--- src/rtl/core/bkenc_pkg.sv ---
// Shared types, key codes and lookup functions for the button edge key event encoder.
`timescale 1ns / 1ps
`default_nettype none

package bkenc_pkg;

    localparam logic [15:0] IDLE_LIMIT_RESET = 16'(61 * 8);
    localparam logic [7:0]  PINS_RELEASED    = 8'hFF;

    localparam logic [7:0] HID_SHIFT    = 8'h02;
    localparam logic [7:0] HID_NO_MOD   = 8'h00;
    localparam logic [7:0] HID_SPACE    = 8'h2C;
    localparam logic [7:0] HID_LETTER_B = 8'h05;
    localparam logic [7:0] HID_LETTER_D = 8'h07;
    localparam logic [7:0] HID_LETTER_F = 8'h09;

    localparam logic CMD_SAMPLE = 1'b0;
    localparam logic CMD_TICK   = 1'b1;

    localparam logic [1:0] PORT_B = 2'd0;
    localparam logic [1:0] PORT_D = 2'd1;
    localparam logic [1:0] PORT_F = 2'd2;

    typedef struct packed {
        logic       cmd;
        logic [7:0] port_b_pins;
        logic [7:0] port_d_pins;
        logic [7:0] port_f_pins;
    } t_in_item;

    typedef struct packed {
        logic [7:0] key_code;
        logic [7:0] modifier_bits;
        logic       last_of_run;
    } t_out_item;

    // Falling edges, one byte per port, indexed by the port constants.
    typedef logic [2:0][7:0] t_edge_mask;

    typedef struct packed {
        logic       scan;
        logic       space;
        t_edge_mask mask;
    } t_seq_start;

    typedef enum logic [1:0] {
        ST_IDLE,
        ST_SCAN,
        ST_SPACE
    } t_seq_state;

    function automatic logic [7:0] digit_code(input logic [2:0] bit_idx);
        logic [7:0] code;
        case (bit_idx)
            3'd0:    code = 8'h27;
            3'd1:    code = 8'h1E;
            3'd2:    code = 8'h1F;
            3'd3:    code = 8'h20;
            3'd4:    code = 8'h21;
            3'd5:    code = 8'h22;
            3'd6:    code = 8'h23;
            3'd7:    code = 8'h24;
            default: code = 8'h27;
        endcase
        return code;
    endfunction

    function automatic logic [7:0] arrow_code(input logic [1:0] bit_idx);
        logic [7:0] code;
        case (bit_idx)
            2'd0:    code = 8'h50;
            2'd1:    code = 8'h52;
            2'd2:    code = 8'h4F;
            2'd3:    code = 8'h51;
            default: code = 8'h50;
        endcase
        return code;
    endfunction

    function automatic logic [7:0] port_letter(input logic [1:0] port);
        logic [7:0] code;
        case (port)
            PORT_B:  code = HID_LETTER_B;
            PORT_D:  code = HID_LETTER_D;
            PORT_F:  code = HID_LETTER_F;
            default: code = HID_LETTER_B;
        endcase
        return code;
    endfunction

endpackage

`default_nettype wire

--- src/rtl/core/bkenc_seq.sv ---
// Pin scan sequencer and output register of the key event encoder.
`timescale 1ns / 1ps
`default_nettype none

module bkenc_seq (
    input  wire logic                  i_clk,
    input  wire logic                  i_rst_n,
    input  wire bkenc_pkg::t_seq_start i_start,
    output logic                       o_busy,
    output logic                       o_out_valid,
    input  wire logic                  i_out_stall,
    output bkenc_pkg::t_out_item       o_out_data
);

    bkenc_pkg::t_seq_state r_state, n_state;
    bkenc_pkg::t_edge_mask r_mask, n_mask;
    logic [1:0]            r_port, n_port;
    logic [2:0]            r_bit, n_bit;
    logic                  r_phase, n_phase;
    logic                  r_out_valid, n_out_valid;
    bkenc_pkg::t_out_item  r_out_data, n_out_data;

    bkenc_pkg::t_edge_mask rest;
    logic                  out_free;
    logic                  is_arrow;

    assign out_free = !r_out_valid || !i_out_stall;
    assign is_arrow = (r_port == bkenc_pkg::PORT_B) && !r_bit[2];

    always_ff @(posedge i_clk) begin
        if (!i_rst_n) begin
            r_state     <= bkenc_pkg::ST_IDLE;
            r_mask      <= '0;
            r_port      <= bkenc_pkg::PORT_B;
            r_bit       <= '0;
            r_phase     <= 1'b0;
            r_out_valid <= 1'b0;
        end else begin
            r_state     <= n_state;
            r_mask      <= n_mask;
            r_port      <= n_port;
            r_bit       <= n_bit;
            r_phase     <= n_phase;
            r_out_valid <= n_out_valid;
        end
    end

    always_ff @(posedge i_clk) begin
        r_out_data <= n_out_data;
    end

    always_comb begin
        n_state     = r_state;
        n_mask      = r_mask;
        n_port      = r_port;
        n_bit       = r_bit;
        n_phase     = r_phase;
        n_out_valid = r_out_valid && i_out_stall;
        n_out_data  = r_out_data;
        rest        = r_mask;
        rest[r_port][r_bit] = 1'b0;

        case (r_state)
            bkenc_pkg::ST_IDLE: begin
                if (i_start.scan) begin
                    n_state = bkenc_pkg::ST_SCAN;
                    n_mask  = i_start.mask;
                    n_port  = bkenc_pkg::PORT_B;
                    n_bit   = '0;
                    n_phase = 1'b0;
                end else if (i_start.space) begin
                    n_state = bkenc_pkg::ST_SPACE;
                end
            end
            bkenc_pkg::ST_SCAN: begin
                if (!r_mask[r_port][r_bit]) begin
                    if (r_port == bkenc_pkg::PORT_F) begin
                        n_port = bkenc_pkg::PORT_B;
                        n_bit  = r_bit + 3'd1;
                    end else begin
                        n_port = r_port + 2'd1;
                    end
                end else if (out_free) begin
                    n_out_valid = 1'b1;
                    if (is_arrow || r_phase) begin
                        n_out_data.key_code      = is_arrow ? bkenc_pkg::arrow_code(r_bit[1:0])
                                                            : bkenc_pkg::digit_code(r_bit);
                        n_out_data.modifier_bits = bkenc_pkg::HID_NO_MOD;
                        n_out_data.last_of_run   = (rest == '0);
                        n_mask  = rest;
                        n_phase = 1'b0;
                        if (rest == '0) begin
                            n_state = bkenc_pkg::ST_IDLE;
                        end else if (r_port == bkenc_pkg::PORT_F) begin
                            n_port = bkenc_pkg::PORT_B;
                            n_bit  = r_bit + 3'd1;
                        end else begin
                            n_port = r_port + 2'd1;
                        end
                    end else begin
                        // A button gives its shifted port letter first, then its digit.
                        n_out_data.key_code      = bkenc_pkg::port_letter(r_port);
                        n_out_data.modifier_bits = bkenc_pkg::HID_SHIFT;
                        n_out_data.last_of_run   = 1'b0;
                        n_phase = 1'b1;
                    end
                end
            end
            bkenc_pkg::ST_SPACE: begin
                if (out_free) begin
                    n_out_valid              = 1'b1;
                    n_out_data.key_code      = bkenc_pkg::HID_SPACE;
                    n_out_data.modifier_bits = bkenc_pkg::HID_NO_MOD;
                    n_out_data.last_of_run   = 1'b1;
                    n_state                  = bkenc_pkg::ST_IDLE;
                end
            end
            default: begin
                n_state = bkenc_pkg::ST_IDLE;
            end
        endcase
    end

    assign o_busy      = (r_state != bkenc_pkg::ST_IDLE);
    assign o_out_valid = r_out_valid;
    assign o_out_data  = r_out_data;

    a_idle_mask_empty: assert property (@(posedge i_clk) disable iff (!i_rst_n)
        (r_state == bkenc_pkg::ST_IDLE) |-> (r_mask == '0))
        else $error("edge mask left over after scan");

    a_scan_mask_pending: assert property (@(posedge i_clk) disable iff (!i_rst_n)
        (r_state == bkenc_pkg::ST_SCAN) |-> (r_mask != '0))
        else $error("scan running with no edges left");

    a_digit_pin_pending: assert property (@(posedge i_clk) disable iff (!i_rst_n)
        (r_state == bkenc_pkg::ST_SCAN && r_phase) |-> r_mask[r_port][r_bit])
        else $error("digit phase on a pin without an edge");

    a_start_when_idle: assert property (@(posedge i_clk) disable iff (!i_rst_n)
        (i_start.scan || i_start.space) |-> (r_state == bkenc_pkg::ST_IDLE))
        else $error("sequencer started while busy");

endmodule

`default_nettype wire

--- src/rtl/core/button_edge_key_event_encoder_unit.sv ---
// Top level of the button edge key event encoder: sample registers, idle counter, sequencer.
`timescale 1ns / 1ps
`default_nettype none

// Each input transaction is either a sample of the three active-low button ports or a
// timer tick. A sample is compared with the previous one and every newly pressed pin
// becomes key press transactions, pins taken bit 0 to 7 and ports B, D, F within a bit;
// the last of them carries last_of_run. A single scan pointer steps one pin per cycle,
// waiting on a pressed pin while the output stalls, and stops after the last pressed
// pin; a shifted letter plus digit holds it on that pin for one more key. A sample keeps
// the input stalled until the scan ends, which grows with the position of the last new
// press, each letter key and each output stall. Samples without new presses and ticks
// that emit nothing never stall; a tick past idle_limit starts a space key. Writes to
// idle_limit take effect at once and are meant for an idle block.
module button_edge_key_event_encoder_unit (
    input  wire logic                 i_clk,
    input  wire logic                 i_rst_n,
    input  wire logic                 i_in_valid,
    output logic                      o_in_stall,
    input  wire bkenc_pkg::t_in_item  i_in_data,
    output logic                      o_out_valid,
    input  wire logic                 i_out_stall,
    output bkenc_pkg::t_out_item      o_out_data,
    input  wire logic                 i_cfg_we,
    input  wire logic [15:0]          i_cfg_data
);

    logic [15:0] r_idle_limit;
    logic [15:0] r_idle_ticks, n_idle_ticks;
    logic [7:0]  r_prev_b, r_prev_d, r_prev_f;

    logic                  accept;
    logic                  busy;
    logic [15:0]           ticks_inc;
    bkenc_pkg::t_edge_mask edges;
    bkenc_pkg::t_seq_start start;

    assign o_in_stall = busy;
    assign accept     = i_in_valid && !busy;
    assign ticks_inc  = r_idle_ticks + 16'd1;

    always_comb begin
        edges = '0;
        edges[bkenc_pkg::PORT_B] = r_prev_b & ~i_in_data.port_b_pins;
        edges[bkenc_pkg::PORT_D] = r_prev_d & ~i_in_data.port_d_pins;
        edges[bkenc_pkg::PORT_F] = r_prev_f & ~i_in_data.port_f_pins;
    end

    always_comb begin
        n_idle_ticks = r_idle_ticks;
        start.scan   = 1'b0;
        start.space  = 1'b0;
        start.mask   = edges;
        if (accept) begin
            if (i_in_data.cmd == bkenc_pkg::CMD_TICK) begin
                if (ticks_inc > r_idle_limit) begin
                    n_idle_ticks = '0;
                    start.space  = 1'b1;
                end else begin
                    n_idle_ticks = ticks_inc;
                end
            end else if (edges != '0) begin
                n_idle_ticks = '0;
                start.scan   = 1'b1;
            end
        end
    end

    always_ff @(posedge i_clk) begin
        if (!i_rst_n) begin
            r_idle_limit <= bkenc_pkg::IDLE_LIMIT_RESET;
            r_idle_ticks <= '0;
            r_prev_b     <= bkenc_pkg::PINS_RELEASED;
            r_prev_d     <= bkenc_pkg::PINS_RELEASED;
            r_prev_f     <= bkenc_pkg::PINS_RELEASED;
        end else begin
            if (i_cfg_we) begin
                r_idle_limit <= i_cfg_data;
            end
            r_idle_ticks <= n_idle_ticks;
            if (accept && i_in_data.cmd == bkenc_pkg::CMD_SAMPLE) begin
                r_prev_b <= i_in_data.port_b_pins;
                r_prev_d <= i_in_data.port_d_pins;
                r_prev_f <= i_in_data.port_f_pins;
            end
        end
    end

    bkenc_seq u_seq (
        .i_clk       (i_clk),
        .i_rst_n     (i_rst_n),
        .i_start     (start),
        .o_busy      (busy),
        .o_out_valid (o_out_valid),
        .i_out_stall (i_out_stall),
        .o_out_data  (o_out_data)
    );

endmodule

`default_nettype wire
--- config.mk ---
export PLATFORM = sky130hd
export DESIGN_NAME = button_edge_key_event_encoder_unit
export DESIGN_NICKNAME = d
export VERILOG_FILES = /design/src/rtl/core/bkenc_pkg.sv /design/src/rtl/core/bkenc_seq.sv /design/src/rtl/core/button_edge_key_event_encoder_unit.sv
export SDC_FILE = /design/constraint.sdc
export NUM_CORES = 1
export LEC_CHECK = 0
export BUFFER_PORTS_ARGS = -buffer_cell sky130_fd_sc_hd__buf_2
export CORE_MARGIN = 2
export CORE_UTILIZATION = 25
export DETAILED_ROUTE_END_ITERATION = 12
export MAX_ROUTING_LAYER = met4
export PLACE_DENSITY_LB_ADDON = 0.08
export SLEW_MARGIN = 20
export SYNTH_ARGS = -nofsm -noshare
export SYNTH_HDL_FRONTEND = slang
export SYNTH_SLANG_ARGS = --single-unit
--- constraint.sdc ---
create_clock -name i_clk -period 4.65 [get_ports i_clk]
set_input_delay 0.93 -clock i_clk [delete_from_list [all_inputs] [get_ports i_clk]]
set_output_delay 0.93 -clock i_clk [all_outputs]
set_load 0.01 [all_outputs]
==> results of run 1 <==
[layer usage]
| layer | global-route usage | up-vias | wire length (microns) |
|---|---|---|---|
| li1 | - | 2609 | - |
| met1 | 0.197 | 2447 | 8450 |
| met2 | 0.246 | 93 | 8270 |
| met3 | 0.0174 | 17 | 485 |
| met4 | 0.0594 | 0 | 320 |
| met5 | - | - | 0 |
[sequential cells by signal, summed over array words and instances, names as in the netlist, 3 cells and up, named ones only]
register          flops
r_idle_limit         16
r_idle_ticks         16
u_seq.r_mask         24
r_prev_b              8
u_seq.o_out_data      9
r_prev_f              8
r_prev_d              8
u_seq.r_bit           3
[logic make-up (layout without fill, tap and decap cells)]
| group | after synthesis | after routing |
|---|---|---|
| muxes | 24 | 24 |
| buffers and inverters | 83 | 112 |
| xor gates and xnor gates | 20 | 20 |
| DFF | 103 | 103 |
| other | 1 | 8 |
| and+or+nand+nor | 312 | 312 |
| AOI/OAI and AO/OA | 167 | 167 |
| adders and majority gates | 26 | 26 |
[what timing repair did]
action / in CTS / in global routing
endpoints found under the setup margin: 0 / 2
hold endpoints to repair: 0 / 0
resized for setup: 0 / 1
[through the flow]
step | worst slack, ps | utilization | total power, uW | std cells | hold slack, ps
after global placement | 630 | 0.278 | 1630 | 1069 | 441
final | 699 | 0.290 | 2370 | 1085 | 459
after floorplan | 1140 | - | 1460 | 743 | 433
after CTS | 485 | 0.290 | 2410 | 1085 | 465
after global routing | 156 | 0.290 | 2520 | 1085 | 490
after detailed placement | 540 | 0.278 | 1640 | 1069 | 448
[critical path, stage by stage (launching register included)]
cell	delay, ps
dfxtp_1	420
ha_1	260
nand3_1	170
nor2_1	240
nand3_1	190
nor2_1	240
nand3_1	180
xnor2_1	170
ha_1	290
nand4_1	120
nor3_1	270
o21ai_0	120
o211ai_1	410
nand2_1	170
o21ai_1	460
nor2_1	100
[cell type report]
cell class | count | area [sq um]
Multi-Input combinational cell | 557 | 3320
Clock inverter | 2 | 15.0
Timing Repair Buffer | 66 | 355
Inverter | 30 | 113
Fill cell | 2510 | 16200
Clock buffer | 14 | 264
Tap cell | 313 | 392
Sequential cell | 103 | 2150
[cell usage after synthesis (all sizes together) (3+ instances only)]
master / n / area share
clkbuf: 26 / 0.017
a21oi: 36 / 0.031
nor2: 65 / 0.042
nor3: 13 / 0.012
xnor2: 14 / 0.021
a211oi: 5 / 0.0073
nand3b: 3 / 0.0039
o21bai: 3 / 0.0039
or3b: 3 / 0.0045
ha: 26 / 0.056
or2: 7 / 0.0075
mux2i: 23 / 0.039
o221ai: 3 / 0.0045
nand2b: 20 / 0.021
or3: 8 / 0.0086
edfxtp: 9 / 0.046
nor4: 5 / 0.0064
buf: 27 / 0.032
nor2b: 15 / 0.016
o211ai: 10 / 0.014
o32ai: 4 / 0.0060
xor2: 6 / 0.0090
a21boi: 4 / 0.0052
o21ai: 75 / 0.070
dfxtp: 94 / 0.32
nand3: 46 / 0.039
inv: 28 / 0.018
a31oi: 13 / 0.016
nand2: 103 / 0.066
nand4: 16 / 0.017
[power groups by stage]
stage | registers [uW] | clock network, uW | logic, uW
detailed placement | 1070 | 0 | 571
global route | 1060 | 818 | 639
floorplan | 1060 | 0 | 393
finish | 1050 | 762 | 565
CTS | 1050 | 791 | 574
global placement | 1070 | 0 | 568
[worst min path at each step]
stage | from | to | slack, ps | depth (start not counted)
5_1_grt | r_prev_b[5]$_SDFFE_PN1P_ | r_prev_b[5]$_SDFFE_PN1P_ | 490 | 2
3_5_place_dp | r_prev_b[2]$_SDFFE_PN1P_ | r_prev_b[2]$_SDFFE_PN1P_ | 450 | 2
2_1_floorplan | r_prev_b[1]$_SDFFE_PN1P_ | r_prev_b[1]$_SDFFE_PN1P_ | 430 | 2
4_1_cts | r_prev_b[2]$_SDFFE_PN1P_ | r_prev_b[2]$_SDFFE_PN1P_ | 470 | 2
6_report | r_prev_b[5]$_SDFFE_PN1P_ | r_prev_b[5]$_SDFFE_PN1P_ | 460 | 2
3_3_place_gp | r_prev_f[2]$_SDFFE_PN1P_ | r_prev_f[2]$_SDFFE_PN1P_ | 440 | 2
==> summary.md, run 1 <==
| Metric | Value |
|---|---|
| Layout cells sized above 1 | 0.133 |
| Slew margin rel. | 0.481 |
| Most common cell after layout, fill and taps aside | nand2_1 |
| Root buf cell | clkbuf_16 |
| CP endpoint kind | flip-flop |
| Core Rows | 55 |
| Mux cell area share after synthesis | 0.0433 |
| IO Count | 65 |
| # port buffers | 56 |
| Pre-Repair DR Iteration Count | 4 |
| Clk pwr share | 0.321 |
| Setup_tns | 0 ps |
| Final Instance Area | 6610 sq um |
| Die width | 157 microns |
| Worst R2R Setup Slack | approximately 700 ps |
| Core box area | 22,800 sq um |
| Reg2reg start | r_idle_ticks[0]$_SDFFE_PN0P_ |
| WL per Instance | about 16 microns |
| Die Y | 157 microns |
| ANT nets after route | 0 |
| First-pass GRT wire length | roughly 28,000 microns |
| Slew of the pin with the lowest slew margin | a little under 800 ps |
| H-Tree Level Count | 3 |
| WL final | around 18,000 microns |
| Final setup violation count | 0 |
| Yosys warns | 0 |
| Top_reg_cell synth | dfxtp_1 |
| Hold Violations, Final | 0 |
| Status | finished, final reports clean |
| Grt ovf | 0 |
| Post-synthesis register bit count | 103 |
| Syn Area/Cell | 7.92 sq um |
| Combinational fraction of design power | 0.238 |
| Crit-path max FO | 6 |
| Detailed-route DRC error count | 0 |
| Post-Synth Adder-Cell Area | 0.0558 |
| CTS Hold Buffers Added | 0 |
| Syn Std Cell Area | approximately 5800 sq um |
| EDFF count, synth | 9 |
| Required time of the worst setup path | 4880 ps |
| Commonest cells after routing, fill and taps aside | nand2_1 (103), dfxtp_1 (94), nor2_1 (64) |
| Psw | between 700 and 800 uW |
| Vias per inst | 4.76 |
| Net Sw Frac | 0.328 |
| Post-synthesis cell count | between 700 and 800 |
| Antenna Cells | 0 |
| Max VDD drop | 0.000172 V |
| Async set-reset flop share out of synthesis | 0 |
| Clk slew on worst S/H paths | around 70 ps |
| Post-Synth XOR/XNOR Area | 0.0300 |
| Fin crit share | 0.850 |
| R2R depth | 15 |
| Compound-Gate Fraction of Synth Area | 0.177 |
| Seq/Total Area, Yosys | 0.369 |
| Synth Area in Simple Gates | 0.257 |
| Initial Utilization | 0.256 |
| Leakage power | 0.00257 uW |
| RR Endpoint | r_idle_ticks[0]$_SDFFE_PN0P_ |
| Setup bufs post-CTS | 0 |
| CTS max path bufs | 2 |
| Setup crit end | r_idle_ticks[0]$_SDFFE_PN0P_ |
| Gpl congestion | 0.812 |
| Startpoint Class | flip-flop |
| Nets | about 840 |
| Max Fclk | approximately 250 MHz |
| Cell Area, Placed | 6320 sq um |
| Main combinational cell family by area after synthesis | simple AND/OR/NAND/NOR gates |
| # Max-Cap Violations | 0 |
| Internal cell power | approximately 1600 uW |
| Die area | around 25,000 sq um |
| Data arrival, critical path | 4180 ps |
| Clock Latency Late Sink | about 360 ps |
| HPWL Detailed | between 10,000 and 15,000 microns |
| Clock Skew | about 7.2 ps |
| Pin count of the biggest net entering global routing | 34 |
| CTS buffer count | 9 |
| Hold Crit Class | flip-flop to flip-flop |
| Routed vias | 5,166 |
| RSZ-0062 raised after global routing | false |
| CP Class | flip-flop to flip-flop |
| Yosys cell types | 65 |
| P per Cell Area | ~360 nW/um^2 |
| Minimum clock period after layout | a little under 4000 ps |
| Max Slew Vio Count | 0 |
| Initial DRC Count | 280 |
| Synth-to-Final Area Change | 13.3% |
| Initial antenna violation count | 0 |
| GRT Util Overall | 0.153 |
| CTS tree | yes |
| Vias in the first global route | 5,115 |
| Clock Sinks | 103 |
| Worst setup path start | r_idle_ticks[0]$_SDFFE_PN0P_ |
| Sequential power share | 0.441 |
Note: power is estimated with default switching activity, not from simulation.
==> run 2: changes to the inputs <==
==> constraint.sdc (replaced) <==
create_clock -name i_clk -period 3.9 [get_ports i_clk]
set_input_delay 0.78 -clock i_clk [delete_from_list [all_inputs] [get_ports i_clk]]
set_output_delay 0.78 -clock i_clk [all_outputs]
set_load 0.01 [all_outputs]
==> summary.md, run 2 (same netlist as run 1, synthesis figures left out) <==
| Metric | Value |
|---|---|
| Die area | approximately 25,000 sq um |
| Top Family by Delay on Critical Path | simple AND/OR/NAND/NOR gates |
| CP most frequent cell | nand3_1 |
| WL final | between 15,000 and 20,000 microns |
| Initial antenna violation count | 0 |
| Crit-path cells | ha_1 -> nand3_1 -> nor2_2 -> nand3_1 -> nor2_2 -> nand3_1 -> xnor2_1 -> ha_1 -> nand4_1 -> nor3_1 -> o21ai_0 -> o211ai_1 -> buf_4 -> a31oi_1 -> or3_1 -> a21oi_1 |
| Detailed-route DRC error count | 0 |
| HPWL Detailed | ~13,000 microns |
| # port buffers | 56 |
| Initial Utilization | 0.256 |
| Critical-path top delay cell | dfxtp_1 |
| Required time of the worst setup path | 4180 ps |
| Fillers | 2,458 |
| Clock Skew | a little under 9 ps |
| Clock Sinks | roughly 100 |
| Internal cell power | between 1500 and 2000 uW |
| Worst setup path start | r_idle_ticks[0]$_SDFFE_PN0P_ |
| Final setup violation count | 0 |
| Initial DRC Count | 250 |
| First-pass GRT wire length | ~28,000 microns |
| Clk pwr share | 0.305 |
| Crit-path max cell delay | between 400 and 500 ps |
| Combinational fraction of design power | 0.247 |
| WL per Instance | between 15 and 20 microns |
| ANT nets after route | 0 |
| Layout cells sized above 1 | 0.156 |
| CP endpoint kind | flip-flop |
| Max Slew Vio Count | 0 |
| Gpl congestion | 0.837 |
| Vias per inst | approximately 4.7 |
| Data arrival, critical path | 3900 ps |
| Nets | roughly 850 |
| Grt ovf | 0 |
| Vias in the first global route | a little over 5k |
| Largest regs | u_seq.r_mask x24, r_idle_limit x16, r_idle_ticks x16 |
| # Max-Cap Violations | 0 |
| Fin crit share | 0.929 |
| CTS tree | yes |
| Sequential power share | 0.448 |
| Final hold slack | 464 ps |
| CP Class | flip-flop to flip-flop |
| Met2 Track Usage GR | 0.241 |
| Clock Latency Late Sink | around 350 ps |
| Die width | ~160 microns |
| Die Y | between 150 and 200 microns |
| CTS Hold Buffers Added | 0 |
| Startpoint Class | flip-flop |
| Minimum clock period after layout | ~3600 ps |
| Max Fclk | approximately 280 MHz |
| CTS buffer count | 9 |
| Synth-to-Final Area Change | 14.7% |
| Status | finished, final reports clean |
| Max reg flops | 24 |
| Met3 Use GR | 0.0244 |
| Core box area | about 23,000 sq um |
| IO Count | 65 |
| Gr busiest metal | met2 |
| Max VDD drop | ~0.00018 V |
| Psw | roughly 920 uW |
| Most common cell after layout, fill and taps aside | nand2_1 |
| Grt met1 use | 0.201 |
| H-Tree Level Count | 3 |
| Final core occ | 0.293 |
| Pre-Repair DR Iteration Count | 4 |
| Crit-path max FO | 6 |
| Most flop-heavy register | u_seq.r_mask |
| Commonest cells after routing, fill and taps aside | nand2_1 (103), dfxtp_1 (90), nor2_1 (62) |
| Clk slew on worst S/H paths | 70 ps |
| Worst path bufs/invs | 1 |
| CTS max path bufs | 2 |
| Hold Violations, Final | 0 |
| Leakage power | 0.00261 uW |
| Slew of the pin with the lowest slew margin | 633 ps |
| Slew margin rel. | 0.575 |
| Reg2reg start | r_idle_ticks[0]$_SDFFE_PN0P_ |
| Antenna Cells | 0 |
| Hold Crit Start | r_prev_b[5]$_SDFFE_PN1P_ |
| Net Sw Frac | 0.329 |
| Hold Crit Class | flip-flop to flip-flop |
| P per Cell Area | between 400 and 500 nW/um^2 |
| Routed vias | a little over 5k |
| Pin count of the biggest net entering global routing | between 50 and 60 |
| Root buf cell | clkbuf_16 |
| GRT Util Overall | 0.153 |
| Core Rows | 55 |
==> run 2: cell types whose count changed in the layout (fill, tap and decap cells not counted), sizes merged <==
cell,delta
clkinvlp,+1
buf,+12
clkinv,+1
clkbuf,-4
==> run 2: area by class of cell <==
type / instances / area (sq um) / share of cell area
Multi-Input combinational cell: 557 / 3330 / 0.497
Timing Repair Buffer: 78 / 445 / 0.0666
Clock inverter: 4 / 23.8 / 0.00356
Sequential cell: 103 / 2160 / 0.323
Tap cell: 313 / 392 / 0.0586
Inverter: 30 / 113 / 0.0168
Clock buffer: 10 / 229 / 0.0343
==> run 2: final timing paths <==
check / slack, ps / endpoint / depth (start not counted)
hold / removal: 460 / r_prev_b[5]$_SDFFE_PN1P_ / 2
setup reg to reg: 280 / u_seq.r_state[1]$_SDFFE_PN0P_ / 16
hold reg to reg: 460 / r_prev_b[5]$_SDFFE_PN1P_ / 2
setup / recovery: 280 / u_seq.r_state[1]$_SDFFE_PN0P_ / 16
==> run 2: stage by stage <==
stage | power, uW | cells | cell area, sq um | setup slack (ps) | TNS (ps)
final | 2780 | 1095 | 6690 | 279 | 0
after global routing | 2970 | 1095 | 6690 | -0.0111 | -0.0111
after CTS | 2830 | 1094 | 6660 | 15.5 | 0
after detailed placement | 1970 | 1080 | 6410 | -7.47 | -12.9
after global placement | 1960 | 1080 | 6410 | 170 | 0
after floorplan | 1740 | 743 | 5860 | 387 | 0
==> run 2: routing by layer <==
metal / part of all wire / routed length (microns)
met1: 0.48 / 8500
met2: 0.47 / 8220
met3: 0.033 / 589
met4: 0.021 / 368
met5: 0 / 0
==> run 2: power by group through the flow <==
| stage | Clock (uW) | Combinational, uW | Sequential, uW |
|---|---|---|---|
| final | 849 | 687 | 1250 |
| after global routing | 925 | 779 | 1260 |
| after CTS | 889 | 697 | 1250 |
| after detailed placement | 0 | 693 | 1270 |
| after global placement | 0 | 686 | 1270 |
| after floorplan | 0 | 469 | 1270 |
==> run 2: timing repair <==
item / 4_1_cts / 5_1_grt
resized for setup: 1 / 7
pin swaps: 0 / 1
endpoints found under the setup margin: 6 / 20
buffers inserted: 0 / 1
==> run 2: worst register-to-register path, cell delays in order, from the launching register on <==
cell      delay, ps
dfxtp_1         430
ha_1            260
nand3_1         180
nor2_2          200
nand3_1         200
nor2_2          210
nand3_1         160
xnor2_1         170
ha_1            280
nand4_1         120
nor3_1          250
o21ai_0         130
o211ai_1        180
buf_4           160
a31oi_1         120
or3_1           380
a21oi_1         120
==> run 3: changes to the inputs <==
==> constraint.sdc (replaced) <==
create_clock -name i_clk -period 3.3 [get_ports i_clk]
set_input_delay 0.66 -clock i_clk [delete_from_list [all_inputs] [get_ports i_clk]]
set_output_delay 0.66 -clock i_clk [all_outputs]
set_load 0.01 [all_outputs]
==> summary.md, run 3 (same netlist as run 1, synthesis figures left out) <==
| Metric | Value |
|---|---|
| Max VDD drop | roughly 0.00025 V |
| Startpoint Class | flip-flop |
| CTS max path bufs | 2 |
| H-Tree Level Count | 3 |
| Placed insts | roughly 1.1k |
| CP Class | flip-flop to flip-flop |
| Vias in the first global route | 5,166 |
| CP endpoint kind | flip-flop |
| Dpl ws | -147 ps |
| Most common cell after layout, fill and taps aside | nand2_1 |
| Total power | around 3400 uW |
| Pin count of the biggest net entering global routing | roughly 60 |
| Gpl congestion | roughly 0.85 |
| Grt ovf | 0 |
| Pre-Repair DR Iteration Count | 5 |
| Initial DRC Count | roughly 300 |
| # Max-Cap Violations | 0 |
| Crit-path cells | nand4_1 -> nor3_2 -> nand3_1 -> or2_4 -> buf_6 -> xnor2_2 -> ha_1 -> nand2_2 -> nor2_2 -> a211oi_2 -> o211a_1 -> o211ai_1 -> buf_4 -> a211oi_4 -> buf_6 -> a21oi_2 -> a31oi_1 |
| Layout cells sized above 1 | 0.242 |
| Critical-path top delay cell | dfxtp_2 |
| WL per Instance | between 15 and 20 microns |
| ANT nets after route | 0 |
| R2R depth | 17 |
| Nets | 911 |
| CTS tree | yes |
| Root buf cell | clkbuf_16 |
| Minimum clock period after layout | 3210 ps |
| Final hold slack | about 460 ps |
| Slew margin rel. | 0.561 |
| Area of the multi-input gates | roughly 3400 sq um |
| Core box area | around 23,000 sq um |
| HPWL Detailed | about 13,000 microns |
| Largest regs | u_seq.r_mask x24, r_idle_limit x16, r_idle_ticks x16 |
| Clock Skew | 12.2 ps |
| Crit-path max FO | 5 |
| Max reg flops | 24 |
| Die area | approximately 25,000 sq um |
| CP most frequent cell | buf_6 |
| Fillers | roughly 2.5k |
| Routed vias | roughly 5.5k |
| Max Fclk | between 300 and 400 MHz |
| # port buffers | 56 |
| CTS buffer count | 9 |
| GRT Util Overall | 0.153 |
| Core Rows | between 50 and 60 |
| Die width | between 150 and 200 microns |
| Most flop-heavy register | u_seq.r_mask |
| Hold Violations, Final | 0 |
| Synth-to-Final Area Change | 25.1% |
| Antenna Cells | 0 |
| P per Cell Area | between 400 and 500 nW/um^2 |
| Die Y | roughly 160 microns |
| Clock Sinks | ~100 |
| RSZ-0062 raised after global routing | true |
| Required time of the worst setup path | ~3600 ps |
| Initial Utilization | 0.256 |
| Hold Crit Class | flip-flop to flip-flop |
| Max Slew Vio Count | 0 |
| Vias per inst | 4.73 |
| Fin crit share | 0.973 |
| Worst setup margin | just under 90 ps |
| Hold Path Stages | 2 |
| Initial antenna violation count | 0 |
| Final setup violation count | 0 |
| IO Count | 65 |
| Register Area | about 2200 sq um |
| First-pass GRT wire length | between 20,000 and 30,000 microns |
| Clk slew on worst S/H paths | 70 ps |
| Detailed-route DRC error count | 0 |
| Crit-path max cell delay | 360 ps |
| Data arrival, critical path | around 3500 ps |
| Commonest cells after routing, fill and taps aside | nand2_1 (102), dfxtp_1 (87), buf_4 (78) |
| Final non-filler cell total | 1,156 |
| Slew of the pin with the lowest slew margin | between 600 and 700 ps |
| Clock Latency Late Sink | ~360 ps |
| WL final | around 18,000 microns |
| Leakage power | ~0.0030 uW |
| Status | finished, final reports clean |
==> run 3: changes by cell type in the layout (fill, tap and decap cells not counted), sizes merged <==
cell	change
buf	+60
clkbuf	+1
clkinv	+1
clkinvlp	-1
==> run 3: timing repair <==
action / CTS / global route
pin swaps: 4 / 21
buffers inserted: 1 / 2
endpoints found under the setup margin: 19 / 22
hold buffers: 0 / 0
resized for setup: 12 / 32
cloned: 1 / 0
==> run 3: routing by layer <==
layer	vias up	track usage	part of all wire
li1	2763	-	-
met1	2580	0.210	0.49
met2	112	0.236	0.47
met3	10	0.0246	0.037
met4	0	0.0358	0.0093
met5	-	-	0
==> run 3: worst max-delay path, delay by kind of cell (launching register included) <==
kind                       cells  cell delay (ps)
and+or+nand+nor                6              870
xor gates and xnor gates       1              120
AOI/OAI and AO/OA              6              960
adders and majority gates      1              330
DFF                            1              360
buffers and inverters          3              490
==> run 3: worst paths after layout <==
path / slack, ps / from / endpoint
hold / removal: 460 / r_prev_b[5]$_SDFFE_PN1P_ / r_prev_b[5]$_SDFFE_PN1P_
hold reg to reg: 460 / r_prev_b[5]$_SDFFE_PN1P_ / r_prev_b[5]$_SDFFE_PN1P_
setup reg to reg: 90 / r_idle_ticks[1]$_SDFFE_PN0P_ / r_idle_ticks[5]$_SDFFE_PN0P_
setup / recovery: 90 / r_idle_ticks[1]$_SDFFE_PN0P_ / r_idle_ticks[5]$_SDFFE_PN0P_
==> run 3: layout make-up <==
cell class	count	area share
inverter	30	0.0154
multi-input combinational	557	0.471
timing repair buffer	138	0.126
clock inverter	4	0.00429
sequential	103	0.296
tap	313	0.0537
clock buffer	11	0.0333
==> run 3: power by group <==
| group | switching (uW) | internal, uW | total, uW | leakage, uW |
|---|---|---|---|---|
| Combinational | 548 | 373 | 920 | 0.00196 |
| Clock | 513 | 535 | 1050 | 0.000136 |
| Sequential | 67.4 | 1400 | 1470 | 0.000855 |
| Total | 1130 | 2310 | 3440 | 0.00295 |
==> run 3: metrics by stage <==
step            util  setup TNS, ps  instance area (sq um)
6_report       0.320              0                   7290
5_1_grt        0.320          -1160                   7290
4_1_cts        0.315              0                   7190
3_5_place_dp   0.301           -693                   6860
3_3_place_gp   0.301           -416                   6860
2_1_floorplan      -              0                   5870
